$ cat src/sv/pdd_pkg.sv
// Shared types and constants for the permutation diagonal discrepancy block.
// No dependencies; imported by the controller, the datapath and the top level.
package pdd_pkg;

    localparam int POS_W         = 10;   // position / value / split point width
    localparam int ORDER_W       = 11;   // order size width
    localparam int DEV_W         = 21;   // reported deviation width
    localparam int ACC_W         = 22;   // internal count*n and j*h width
    localparam int EPOCH_W       = 8;    // presence tag width, tag 0 never valid
    localparam int DATA_W        = 32;   // tdata width on both sides
    localparam int MAX_ORDER_DEF = 1024;

    localparam logic [ORDER_W-1:0] ORDER_RESET = ORDER_W'(3);
    localparam logic [DEV_W-1:0]   DEV_MAX     = {DEV_W{1'b1}};

    localparam logic KIND_LOAD = 1'b0;
    localparam logic KIND_EVAL = 1'b1;

    typedef struct packed {
        logic take;          // request accepted this cycle, latch it
        logic sweep_en;      // write one table entry with the null tag
        logic epoch_restart; // tag back to 1 after a sweep
        logic epoch_step;    // next tag: drops every presence mark
        logic lwrite_force;  // store the latched element without comparing positions
        logic lread;         // read the entry of the latched element
        logic lwrite_cond;   // store if absent or at a lower position
        logic eread;         // read the next value of an evaluation
        logic out_load;      // move the result into the output register
    } pdd_cmd_t;

    typedef struct packed {
        logic in_kind;       // kind of the request on the input
        logic in_pos_zero;   // load request at position zero
        logic short_order;   // order size below 3
        logic epoch_full;    // tag at its last code
        logic sweep_last;    // sweep at the last entry
        logic eval_last;     // last value of the evaluation being read
        logic out_busy;      // output register holds a result not yet taken
    } pdd_status_t;

endpackage

$ cat src/sv/pdd_ctrl.sv
// Controller state machine of the permutation diagonal discrepancy block.
// Depends on pdd_pkg; drives the datapath through pdd_cmd_t.
module pdd_ctrl (
    input  logic                 clk,
    input  logic                 rst_n,
    input  logic                 s_tvalid,
    output logic                 s_tready,
    input  pdd_pkg::pdd_status_t status,
    output pdd_pkg::pdd_cmd_t    cmd
);
    import pdd_pkg::*;

    localparam logic [3:0] ST_INIT    = 4'd0;
    localparam logic [3:0] ST_IDLE    = 4'd1;
    localparam logic [3:0] ST_WRAP    = 4'd2;
    localparam logic [3:0] ST_LWRITE  = 4'd3;
    localparam logic [3:0] ST_LREAD   = 4'd4;
    localparam logic [3:0] ST_LCMP    = 4'd5;
    localparam logic [3:0] ST_EREAD   = 4'd6;
    localparam logic [3:0] ST_EDRAIN1 = 4'd7;
    localparam logic [3:0] ST_EDRAIN2 = 4'd8;
    localparam logic [3:0] ST_DONE    = 4'd9;

    logic [3:0] state_reg;
    logic [3:0] state_next;

    assign s_tready = (state_reg == ST_IDLE);

    always_comb
    begin
        state_next = state_reg;
        cmd        = '0;
        unique case (state_reg)
            ST_INIT, ST_WRAP:
            begin
                cmd.sweep_en = 1'b1;
                if (status.sweep_last)
                begin
                    cmd.epoch_restart = 1'b1;
                    state_next = (state_reg == ST_INIT) ? ST_IDLE : ST_LWRITE;
                end
            end
            ST_IDLE:
            begin
                if (s_tvalid)
                begin
                    cmd.take = 1'b1;
                    if (status.in_kind == KIND_EVAL)
                        state_next = status.short_order ? ST_DONE : ST_EREAD;
                    else if (!status.in_pos_zero)
                        state_next = ST_LREAD;
                    else if (status.epoch_full)
                        state_next = ST_WRAP;   // tags used up: wipe the table
                    else
                    begin
                        cmd.epoch_step = 1'b1;
                        state_next = ST_LWRITE;
                    end
                end
            end
            ST_LWRITE:
            begin
                cmd.lwrite_force = 1'b1;
                state_next = ST_IDLE;
            end
            ST_LREAD:
            begin
                cmd.lread = 1'b1;
                state_next = ST_LCMP;
            end
            ST_LCMP:
            begin
                cmd.lwrite_cond = 1'b1;
                state_next = ST_IDLE;
            end
            ST_EREAD:
            begin
                cmd.eread = 1'b1;
                if (status.eval_last)
                    state_next = ST_EDRAIN1;
            end
            ST_EDRAIN1: state_next = ST_EDRAIN2;
            ST_EDRAIN2: state_next = ST_DONE;
            ST_DONE:
            begin
                if (!status.out_busy)
                begin
                    cmd.out_load = 1'b1;
                    state_next = ST_IDLE;
                end
            end
            default: state_next = ST_INIT;
        endcase
    end

    always_ff @(posedge clk or negedge rst_n)
    begin
        if (!rst_n)
            state_reg <= ST_INIT;
        else
            state_reg <= state_next;
    end

endmodule

$ cat config.mk
export PLATFORM = sky130hd
export DESIGN_NAME = pdd_ctrl
export DESIGN_NICKNAME = d
export VERILOG_FILES = /design/src/sv/pdd_pkg.sv /design/src/sv/pdd_ctrl.sv
export SDC_FILE = /design/constraint.sdc
export NUM_CORES = 1
export LEC_CHECK = 0
export ABC_AREA = 0
export BUFFER_PORTS_ARGS = -buffer_cell sky130_fd_sc_hd__buf_4
export CORE_AREA = 2 2 39 41
export DETAILED_ROUTE_END_ITERATION = 16
export DIE_AREA = 0 0 41 43
export PLACE_DENSITY = 0.55
export SYNTH_ARGS = -nofsm -noshare
export SYNTH_HDL_FRONTEND = slang
export SYNTH_SLANG_ARGS = --single-unit
export TNS_END_PERCENT = 50
$ cat constraint.sdc
create_clock -name clk -period 2.43 [get_ports clk]
set_clock_uncertainty 0.2 [all_clocks]
set_input_delay 0.729 -clock clk [delete_from_list [all_inputs] [get_ports clk]]
set_output_delay 0.729 -clock clk [all_outputs]
set_load 0.01 [all_outputs]
# [Word level (Yosys, flattened, before mapping)]
# Cells that the tools add are included.
[word_totals] regBits=4 input_bits=10 out_inout_bits=10 word_cells=43
[classes] n_eq_ne=13 n_mux=25 reduce_logical=4
[ops] cell="one-hot mux 4 bit (8 select lines)" count=1
[ops] cell="2-to-1 mux 4 bit" count=7
[ops] cell="== test 4 x 3 -> 1 bit (second input constant)" count=4
[ops] cell="2-to-1 mux 1 bit" count=15
[ops] cell="== test 4 x 2 -> 1 bit (second input constant)" count=2
[ops] cell="== test 4 bit (second input constant)" count=2
[ops] cell="!= test 2 bit (second input constant)" count=4
[ops] cell="== test 4 x 1 -> 1 bit (second input constant)" count=1
[ops] cell="zero test 4 bit" count=1
[ops] cell="2-to-1 mux 2 bit" count=2
[ops] cell="AND reduction 4 bit" count=1
[ops] cell="OR reduction 2 bit" count=2

# [Logic depth before layout (Yosys ltp)]
# Gate-level depths: netlist of the first run.
[logic_depth] depth_word=5 ltp_mapped=5 ltp_nobuf=4

# [Least setup slack after synthesis of the first run]
# Ideal clock, no wire load.
[synth_timing] kind="flip-flop to output port" startpoint="register state_reg[3]" endpoint="output port cmd[5] in the netlist's numbering" arrival_ns=1.341 required_ns=1.501 slack_ns=0.160 stages_incl_launch_ff=5 path_buffers=1 cell_sequence="dfrtp_1 -> buf_4 -> nor4b_2 -> and2_1 -> and2_1"
[synth_rtl] element="start: declaration" line_no="pdd_ctrl.sv:24" text="logic [3:0] state_reg;"
[synth_rtl] element="start signal: assignment" line_no="pdd_ctrl.sv:101" text="state_reg <= state_next;"
[synth_rtl] element="end: declaration" line_no="pdd_ctrl.sv:9" text="output pdd_pkg::pdd_cmd_t cmd"

==> results of run 1 <==
-- repair_timing --
action                     4_1_cts  5_1_grt
setup endpoints to repair        0        1
gates resized for setup          0        2
hold endpoints to repair         0        0
-- area by class of cell --
class	count	share of cell area
Multi-Input combinational cell	35	0.447
Timing Repair Buffer	24	0.302
Sequential cell	4	0.168
Clock buffer	3	0.0377
Tap cell	16	0.0335
Inverter	2	0.0126
-- report_power, final --
part / internal [mW] / leakage [nW] / switching (mW)
sequential: 0.0961 / 0.0503 / 0.0254
clock: 0.0552 / 0.0138 / 0.0263
combinational: 0.257 / 0.233 / 0.249
-- worst max-delay path by stage --
stage,startpoint,end,slack (ns),depth (start not counted)
floorplan,state_reg[3]$_DFFE_PN0P_,cmd[5],0.16,4
global route,state_reg[3]$_DFFE_PN0P_,cmd[3],-0.003,5
detailed placement,status[6],cmd[5],0.08,5
CTS,status[6],cmd[5],0.07,5
finish,status[6],cmd[5],0.11,5
global placement,status[6],cmd[5],0.11,5
-- cells in the final DEF, fill, tap and decap left out, types with 2 or more instances in the layout --
cell      count
and2_1        3
buf_4        24
clkbuf_4      3
dfrtp_1       4
inv_1         2
nand2_1       6
nor2_1        4
nor3_1        2
o31ai_1       2
-- metrics by stage --
stage / area, µm² / std cells
after floorplan: 393 / 45
after global placement: 563 / 81
after detailed placement: 563 / 81
after CTS: 586 / 84
after global routing: 597 / 84
final: 597 / 84
-- logic make-up (layout without fill, tap and decap cells) --
logic type,count (synthesis),count (layout),share of synthesized area
AOI/OAI and AO/OA,10,10,0.232
buffers and inverters,6,29,0.0955
DFF,4,4,0.255
muxes,1,1,0.0255
and+or+nand+nor,24,24,0.392
-- per-layer routing --
metal,vias up,global-route usage
li1,211,-
met1,191,0.184
met2,11,0.194
met3,0,0.0314
met4,0,0.0800
met5,-,0
==> impl_results.rst, run 1 <==
.. list-table::
   :header-rows: 1

   * - Metric
     - Value
   * - Buffer count from post-CTS setup fixing
     - 0
   * - Top routing layer in use
     - met3
   * - CP bufs+invs
     - 2
   * - Worst flop-to-flop path endpoint
     - state_reg[0]$_DFFE_PN0P_
   * - Family of cells with the greatest summed delay on the critical path
     - simple AND/OR/NAND/NOR gates
   * - Via count of the first global-routing pass
     - about 400
   * - Post-Syn Area per Cell
     - between 8 and 9 µm²
   * - Setup crit end kind
     - output pin
   * - Critical R2R Launch
     - state_reg[1]$_DFFE_PN0P_
   * - Cells on worst reg2reg path
     - 5
   * - Flip-flop and latch count after synthesis
     - 4
   * - Transition time at the pin with the least slew margin
     - 0.309 ns
   * - Initial core utilization
     - 0.284
   * - Most repeated cell in the gate-level netlist after synthesis
     - nand2_1
   * - Number of flops mapped to enable cells by yosys
     - 0
   * - Post-synth net total
     - 55
   * - Die footprint
     - 1760 µm²
   * - CP Data Required Time
     - 1.50 ns
   * - Number of rows in the core area
     - 14
   * - Worst slack at placement
     - 0.0768 ns
   * - HPWL after detailed placement
     - roughly 770 µm
   * - Total negative slack for setup checks
     - 0 ns
   * - Shortest clock period the worst path allows after layout
     - 2.32 ns
   * - Multi-input gate area
     - around 270 µm²
   * - Share of flip-flops with an asynchronous set or reset
     - 1.00
   * - Normalized max-slew margin
     - 0.794
   * - Cts bufs inserted
     - 3
   * - Congestion Overflow GR
     - 0
   * - Number of buffers inserted for hold repair after clock tree synthesis
     - 0
   * - Met2 routed wirelength
     - 482 µm
   * - Post-synthesis cell count
     - 45
   * - DIE WIDTH
     - between 40 and 50 µm
   * - Power density normalized to cell area
     - 1190 nW/µm²
   * - Buffers on Ports
     - 19
   * - Share of synthesized area occupied by flip-flops and latches
     - 0.255
   * - Area of the mapped netlist
     - 393 µm²
   * - Clock latency on the worst-skew pair
     - 0.23 ns
   * - List of cells traversed by the critical path
     - buf_4 -> nor2b_1 -> nor2b_2 -> and2_1 -> buf_4
   * - Arrival time worst endpoint
     - 1.39 ns
   * - Fin worst setup slack
     - 0.108 ns
   * - Setup violators final
     - 0
   * - Worst Path Max Fanout
     - 4
   * - Routed length on met3
     - 52 µm
   * - Maximum ir drop on the vdd rail
     - about 480 µV
   * - Routability Congestion
     - 0.730
   * - Remaining routing DRC violations
     - 0
   * - Ranking of synthesized cells by instance count
     - nand2_1 (6), dfrtp_1 (4), nor2_1 (4)
   * - Utilization of the core after routing
     - 0.431
   * - Area of all sequential standard cells
     - 100 µm²
   * - Number of antenna cells inserted
     - 0
   * - # clock sinks
     - 4
   * - Routed Wire Length
     - slightly below 1000 µm
   * - Pin count of the biggest net entering global routing
     - 13
   * - CTS H-Tree Depth
     - 1
   * - Max Clk Rate
     - 431 MHz
   * - Delay of the slowest cell on the worst path
     - 0.18 ns
   * - Final ANT Viol Nets
     - 0
   * - Library cell used as clock root buffer
     - clkbuf_4
   * - Largest cells by area after synthesis
     - dfrtp_1 (25%), o311ai_4 (6.7%), nand2_1 (5.7%), and2_1 (4.8%), buf_4 (3.8%)
   * - Hold crit path type
     - primary input to asynchronous set/reset pin
   * - Leak pwr
     - 0.297 nW
   * - Metal1 wirelength
     - 445 µm
   * - Register-to-register setup slack
     - 0.54 ns
   * - Core area
     - 1380 µm²
   * - Combined global-route utilization of all metal layers
     - 0.138
   * - Via density
     - slightly below 5
   * - Predominant post-synthesis flop cell
     - dfrtp_1
   * - Average wire length per cell after detail routing
     - 11.7 µm
   * - Synth Warn #
     - 0
   * - Share of final-layout standard cells stronger than drive strength 1
     - 0.500
   * - Share of the clock period used by the worst path after layout
     - 0.956
   * - CP max-delay cell
     - nor2b_2
   * - Post-route worst hold slack
     - ~0.081 ns
   * - Run status
     - complete, no violations
   * - Overall Power
     - between 0.7 and 0.8 mW
   * - Clk slew on worst S/H paths
     - ~0.04 ns
   * - Most repeated library cell on the critical path
     - buf_4
   * - Buffers from clock root to sink, at most
     - 2
   * - Fin. Hold Viols
     - 0
   * - Cell variety after synth
     - 27
   * - Number of I/O pins
     - 20
   * - Via total after detailed routing
     - 413
   * - Count of fill cells added during filler insertion
     - 149
   * - Max FFs per register
     - 4
   * - Fin nets
     - 80
   * - Worst setup path category
     - primary input to output pin
   * - CTS tree
     - built
   * - Kind of launch point of the worst setup path
     - primary input
   * - First-pass iteration count of the detailed router
     - 4
   * - Total count of max-transition violations in the final report
     - 0
   * - Starting DRT DRC Count
     - 4
   * - Number of maximum-capacitance constraint violations
     - 0
   * - Die height
     - 43 µm
   * - Global-route wire length before repair
     - 1630 µm
   * - Cell type contributing the most total cell area after synthesis
     - dfrtp_1
   * - Initial antenna violation count
     - 0
   * - Fraction of post-synthesis cell area in the top cell type by area
     - 0.255
   * - Layout overhead on the synthesized area
     - 51.9%
Note: power is estimated with default switching activity, not from simulation.
==> run 2: changes to the inputs <==
- ABC_CLOCK_PERIOD_IN_PS: unset -> 2430
- BUFFER_PORTS_ARGS: -buffer_cell sky130_fd_sc_hd__buf_4 -> -buffer_cell sky130_fd_sc_hd__buf_2
- PLACE_DENSITY: 0.55 -> 0.64
==> run 2 against run 1 <==
Non-clock buffer count unchanged. Die area unchanged. Via count down 3.9%. Total power down 5.4%. Wire length down 12%. Critical endpoint unchanged. Largest power group unchanged.
==> impl_results.rst, run 2 (synthesized netlist as in run 1, its figures left out) <==
.. list-table::
   :header-rows: 1

   * - Metric
     - Value
   * - Number of maximum-capacitance constraint violations
     - 0
   * - Setup repair after global routing missed its margin
     - false
   * - Remaining routing DRC violations
     - 0
   * - Routability Congestion
     - around 0.75
   * - Clock latency on the worst-skew pair
     - about 0.23 ns
   * - Kind of launch point of the worst setup path
     - register
   * - CTS H-Tree Depth
     - 1
   * - Via density
     - 4.73
   * - Buffer count from post-CTS setup fixing
     - 0
   * - Max FFs per register
     - 4
   * - Share of final-layout standard cells stronger than drive strength 1
     - 0.500
   * - Layout overhead on the synthesized area
     - 39.8%
   * - Setup crit end kind
     - output pin
   * - Initial antenna violation count
     - 0
   * - Top library cells by usage in the layout, fill and taps aside
     - buf_2 (19), nand2_1 (6), buf_4 (5)
   * - First-pass iteration count of the detailed router
     - 3
   * - Total negative slack for setup checks
     - 0 ns
   * - Die height
     - 43 µm
   * - Via total after detailed routing
     - 397
   * - Share of the clock period used by the worst path after layout
     - 0.955
   * - Fin nets
     - 80
   * - Arrival time worst endpoint
     - approximately 1.4 ns
   * - # clock sinks
     - 4
   * - Clk slew on worst S/H paths
     - about 0.040 ns
   * - Final ANT Viol Nets
     - 0
   * - Number of antenna cells inserted
     - 0
   * - Combined global-route utilization of all metal layers
     - 0.116
   * - Transition time at the pin with the least slew margin
     - 0.308 ns
   * - HPWL after detailed placement
     - 691 µm
   * - Global-route wire length before repair
     - 1330 µm
   * - Routed Wire Length
     - between 800 and 900 µm
   * - Average wire length per cell after detail routing
     - 10.3 µm
   * - Setup violators final
     - 0
   * - Die footprint
     - between 1500 and 2000 µm²
   * - Shortest clock period the worst path allows after layout
     - 2.32 ns
   * - DIE WIDTH
     - 41 µm
   * - Hold crit path type
     - primary input to asynchronous set/reset pin
   * - Worst Path Max Fanout
     - 5
   * - Worst setup path category
     - register to output pin
   * - Normalized max-slew margin
     - 0.794
   * - Total count of max-transition violations in the final report
     - 0
   * - Run status
     - complete, no violations
   * - Buffers on Ports
     - 19
   * - Cts bufs inserted
     - 3
   * - Initial core utilization
     - 0.284
   * - Pin count of the biggest net entering global routing
     - 13
   * - Maximum ir drop on the vdd rail
     - 327 µV
   * - Leak pwr
     - 0.288 nW
   * - Max Clk Rate
     - roughly 430 MHz
   * - Core area
     - around 1400 µm²
   * - Via count of the first global-routing pass
     - 325
   * - Number of buffers inserted for hold repair after clock tree synthesis
     - 0
   * - Power density normalized to cell area
     - 1220 nW/µm²
   * - Area of all sequential standard cells
     - between 100 and 150 µm²
   * - Fin. Hold Viols
     - 0
   * - Number of rows in the core area
     - 14
   * - Congestion Overflow GR
     - 0
   * - Count of fill cells added during filler insertion
     - around 150
   * - Starting DRT DRC Count
     - 4
   * - CTS tree
     - built
   * - Leading cell type in the layout, fill and taps excluded
     - buf_2
   * - Buffers from clock root to sink, at most
     - 2
   * - Number of I/O pins
     - 20
   * - CP Data Required Time
     - roughly 1.5 ns
   * - Utilization of the core after routing
     - 0.397
   * - Library cell used as clock root buffer
     - clkbuf_4
   * - Multi-input gate area
     - 267 µm²
-- run 2: where the power goes --
part | internal, mW | leakage (nW) | total [mW] | switching (mW)
registers | 0.0960 | 0.0503 | 0.128 | 0.0319
clock network | 0.0551 | 0.0138 | 0.0811 | 0.0259
logic | 0.227 | 0.224 | 0.462 | 0.234
-- run 2: cell type report --
type,count,share of cell area
Inverter,2,0.0137
Clock buffer,3,0.0410
Multi-Input combinational cell,35,0.485
Timing Repair Buffer,24,0.241
Tap cell,16,0.0364
Sequential cell,4,0.182
-- run 2: path summary, 6_finish.rpt --
path                                               start                  endpoint  slack (ns)  depth (start not counted)
worst max-delay path            state_reg[3]$_DFFE_PN0P_                    cmd[5]        0.11                          4
worst min-delay path                               rst_n  state_reg[0]$_DFFE_PN0P_        0.09                          1
worst max register to register  state_reg[1]$_DFFE_PN0P_  state_reg[0]$_DFFE_PN0P_        0.52                          5
worst min register to register  state_reg[1]$_DFFE_PN0P_  state_reg[1]$_DFFE_PN0P_        0.50                          3
max in group asynchronous                          rst_n  state_reg[2]$_DFFE_PN0P_        1.82                          1
min in group clk                state_reg[1]$_DFFE_PN0P_  state_reg[1]$_DFFE_PN0P_        0.50                          3
-- run 2: timing repair --
action                                  in CTS  in global routing
resized for setup                            0                  2
endpoints found under the setup margin       0                  2
hold endpoints to repair                     0                  0
-- run 2: stage by stage --
| stage | setup slack, ns | std cells | hold WS (ns) | area (µm²) | total power [mW] |
|---|---|---|---|---|---|
| after global routing | 0.0259 | 84 | 0.0831 | 549 | 0.733 |
| after detailed placement | 0.120 | 81 | 0.336 | 515 | 0.569 |
| final | 0.109 | 84 | 0.0899 | 549 | 0.671 |
| after global placement | 0.135 | 81 | 0.336 | 515 | 0.568 |
| after CTS | 0.0692 | 84 | 0.0801 | 538 | 0.657 |
| after floorplan | 0.160 | 45 | 0.233 | 393 | 0.440 |
-- run 2: worst max-delay path, cell delays in order, from the launching register on --
cell and delay [ns]:
dfrtp_1 0.44, nor4b_4 0.31, and2_1 0.18, and2_1 0.11
buf_2 0.12
-- run 2: per-layer routing --
layer | routed length (µm) | part of all wire | up-vias | track usage
met5 | 0 | 0 | - | 0
met4 | 0 | 0 | 0 | 0.0600
met3 | 44 | 0.051 | 0 | 0.0628
met2 | 418 | 0.48 | 11 | 0.144
met1 | 401 | 0.46 | 177 | 0.155
li1 | - | - | 209 | -
==> run 3: changes to the inputs <==
- CORE_AREA: 2 2 39 41 -> 4 4 41 43
- DIE_AREA: 0 0 41 43 -> 0 0 45 47
==> run 3 against run 2 <==
Sequential cell count unchanged. Via count up 7.8%. Global-route usage up 0.15 points. Sequential power down 6%. Final area down 2.1%. Highest routed layer is now met4.
==> impl_results.rst, run 3 (synthesized netlist as in run 1, its figures left out) <==
.. list-table::
   :header-rows: 1

   * - Metric
     - Value
   * - Worst flop-to-flop path endpoint
     - state_reg[0]$_DFFE_PN0P_
   * - Worst setup path category
     - primary input to output pin
   * - Maximum ir drop on the vdd rail
     - roughly 470 µV
   * - Register-to-register setup slack
     - 0.50 ns
   * - Final ANT Viol Nets
     - 0
   * - # clock sinks
     - 4
   * - Overall Power
     - 0.663 mW
   * - Arrival time worst endpoint
     - 1.41 ns
   * - Via density
     - 5.22
   * - Via total after detailed routing
     - 428
   * - Utilization of the core after routing
     - 0.413
   * - Clock latency on the worst-skew pair
     - 0.24 ns
   * - CTS tree
     - built
   * - Number of rows in the core area
     - 13
   * - Average wire length per cell after detail routing
     - between 10 and 15 µm
   * - Shortest clock period the worst path allows after layout
     - 2.34 ns
   * - Worst Path Max Fanout
     - 4
   * - Hold crit path type
     - primary input to asynchronous set/reset pin
   * - CP Data Required Time
     - 1.50 ns
   * - DIE WIDTH
     - 45 µm
   * - Congestion Overflow GR
     - 0
   * - Normalized max-slew margin
     - 0.778
   * - Setup crit end kind
     - output pin
   * - Power density normalized to cell area
     - 1230 nW/µm²
   * - Internal power contribution
     - 0.362 mW
   * - Max Clk Rate
     - 428 MHz
   * - Count of fill cells added during filler insertion
     - 146
   * - Cells on worst reg2reg path
     - 5
   * - Top library cells by usage in the layout, fill and taps aside
     - buf_2 (19), nand2_1 (6), nor2_1 (4), buf_4 (4), dfrtp_1 (4)
   * - Global-route wire length before repair
     - 1640 µm
   * - Clock network fraction of design power
     - 0.128
   * - Combinational share of power
     - 0.691
   * - Remaining routing DRC violations
     - 0
   * - Number of non-filler instances in the completed layout
     - 82
   * - Setup repair after global routing missed its margin
     - false
   * - Die footprint
     - 2120 µm²
   * - Net switching power
     - 0.301 mW
   * - HPWL after detailed placement
     - 847 µm
   * - Initial core utilization
     - 0.302
   * - Number of I/O pins
     - 20
   * - Leading cell type in the layout, fill and taps excluded
     - buf_2
   * - Core area
     - ~1300 µm²
   * - Leak pwr
     - 0.283 nW
   * - Starting DRT DRC Count
     - 12
   * - Cts bufs inserted
     - 3
   * - Fin worst setup slack
     - 0.0939 ns
   * - Fin nets
     - 79
   * - Routed Wire Length
     - 1090 µm
   * - Transition time at the pin with the least slew margin
     - 0.332 ns
   * - Library cell used as clock root buffer
     - clkbuf_4
   * - Max FFs per register
     - 4
   * - CP Launch Point
     - status[6]
   * - Buffer count from post-CTS setup fixing
     - 0
   * - Buffers on Ports
     - 19
   * - Flop pwr share
     - 0.181
   * - Number of buffers inserted for hold repair after clock tree synthesis
     - 0
   * - First-pass iteration count of the detailed router
     - 4
   * - Number of antenna cells inserted
     - 0
   * - Total count of max-transition violations in the final report
     - 0
   * - Total negative slack for setup checks
     - 0 ns
   * - CTS H-Tree Depth
     - 1
   * - Die height
     - between 40 and 50 µm
   * - Critical R2R Launch
     - state_reg[1]$_DFFE_PN0P_
   * - Switching part of the total power
     - 0.454
   * - Via count of the first global-routing pass
     - ~380
   * - Pin count of the biggest net entering global routing
     - 13
   * - Fin. Hold Viols
     - 0
   * - Share of the clock period used by the worst path after layout
     - 0.961
   * - Number of maximum-capacitance constraint violations
     - 0
   * - Routability Congestion
     - 0.722
   * - Initial antenna violation count
     - 0
   * - Kind of launch point of the worst setup path
     - primary input
   * - Setup violators final
     - 0
   * - Share of final-layout standard cells stronger than drive strength 1
     - 0.478
   * - Combined global-route utilization of all metal layers
     - 0.117
   * - Worst slack at placement
     - 0.0898 ns
   * - Layout overhead on the synthesized area
     - 36.9%
   * - Clk slew on worst S/H paths
     - 0.04 ns
   * - Placed cell count
     - 79
   * - Buffers from clock root to sink, at most
     - 2
   * - Run status
     - complete, no violations
[run 3: cell types whose count changed in the layout (fill, tap and decap cells not counted), sizes merged]
| cell | change |
|---|---|
| buf | -1 |
[run 3: worst max-delay path: stages]
cell and delay, ns:
buf_2 0.12, nor2b_1 0.14, nor2b_1 0.17, and2_1 0.13
buf_2 0.12
[run 3: area by class of cell]
| class | instances | area, µm² | area share |
|---|---|---|---|
| Inverter | 2 | 7.51 | 0.0140 |
| Multi-Input combinational cell | 35 | 264 | 0.491 |
| Tap cell | 15 | 18.8 | 0.0349 |
| Sequential cell | 4 | 100 | 0.186 |
| Timing Repair Buffer | 23 | 125 | 0.233 |
| Clock buffer | 3 | 22.5 | 0.0419 |
[run 3: how the worst max path moves through the flow]
stage	endpoint	slack, ns	depth (start not counted)
6_report	cmd[5]	0.09	5
5_1_grt	cmd[3]	0.01	5
4_1_cts	cmd[5]	0.02	4
3_5_place_dp	cmd[5]	0.09	5
3_3_place_gp	cmd[5]	0.13	5
2_1_floorplan	cmd[5]	0.16	4
[run 3: timing repair]
action                     in CTS  in global routing
hold endpoints to repair        0                  0
setup endpoints to repair       0                  1
resized for setup               0                  1
[run 3: power by group through the flow]
stage / clock network [mW] / registers [mW] / logic (mW)
6_report: 0.0850 / 0.120 / 0.458
5_1_grt: 0.0958 / 0.123 / 0.504
4_1_cts: 0.0871 / 0.113 / 0.448
3_5_place_dp: 0 / 0.114 / 0.447
3_3_place_gp: 0 / 0.113 / 0.440
2_1_floorplan: 0 / 0.110 / 0.331
[run 3: stage by stage]
stage | hold slack, ns | area [µm²]
2_1_floorplan | 0.233 | 393
3_3_place_gp | 0.336 | 507
3_5_place_dp | 0.342 | 507
4_1_cts | 0.0868 | 529
5_1_grt | 0.0791 | 538
6_report | 0.0902 | 538
[run 3: layer usage]
layer / vias to the layer above / share of wire / track usage
li1: 208 / - / -
met1: 196 / 0.37 / 0.124
met2: 22 / 0.51 / 0.169
met3: 2 / 0.11 / 0.0766
met4: 0 / 0.0092 / 0.0819
met5: - / 0 / 0
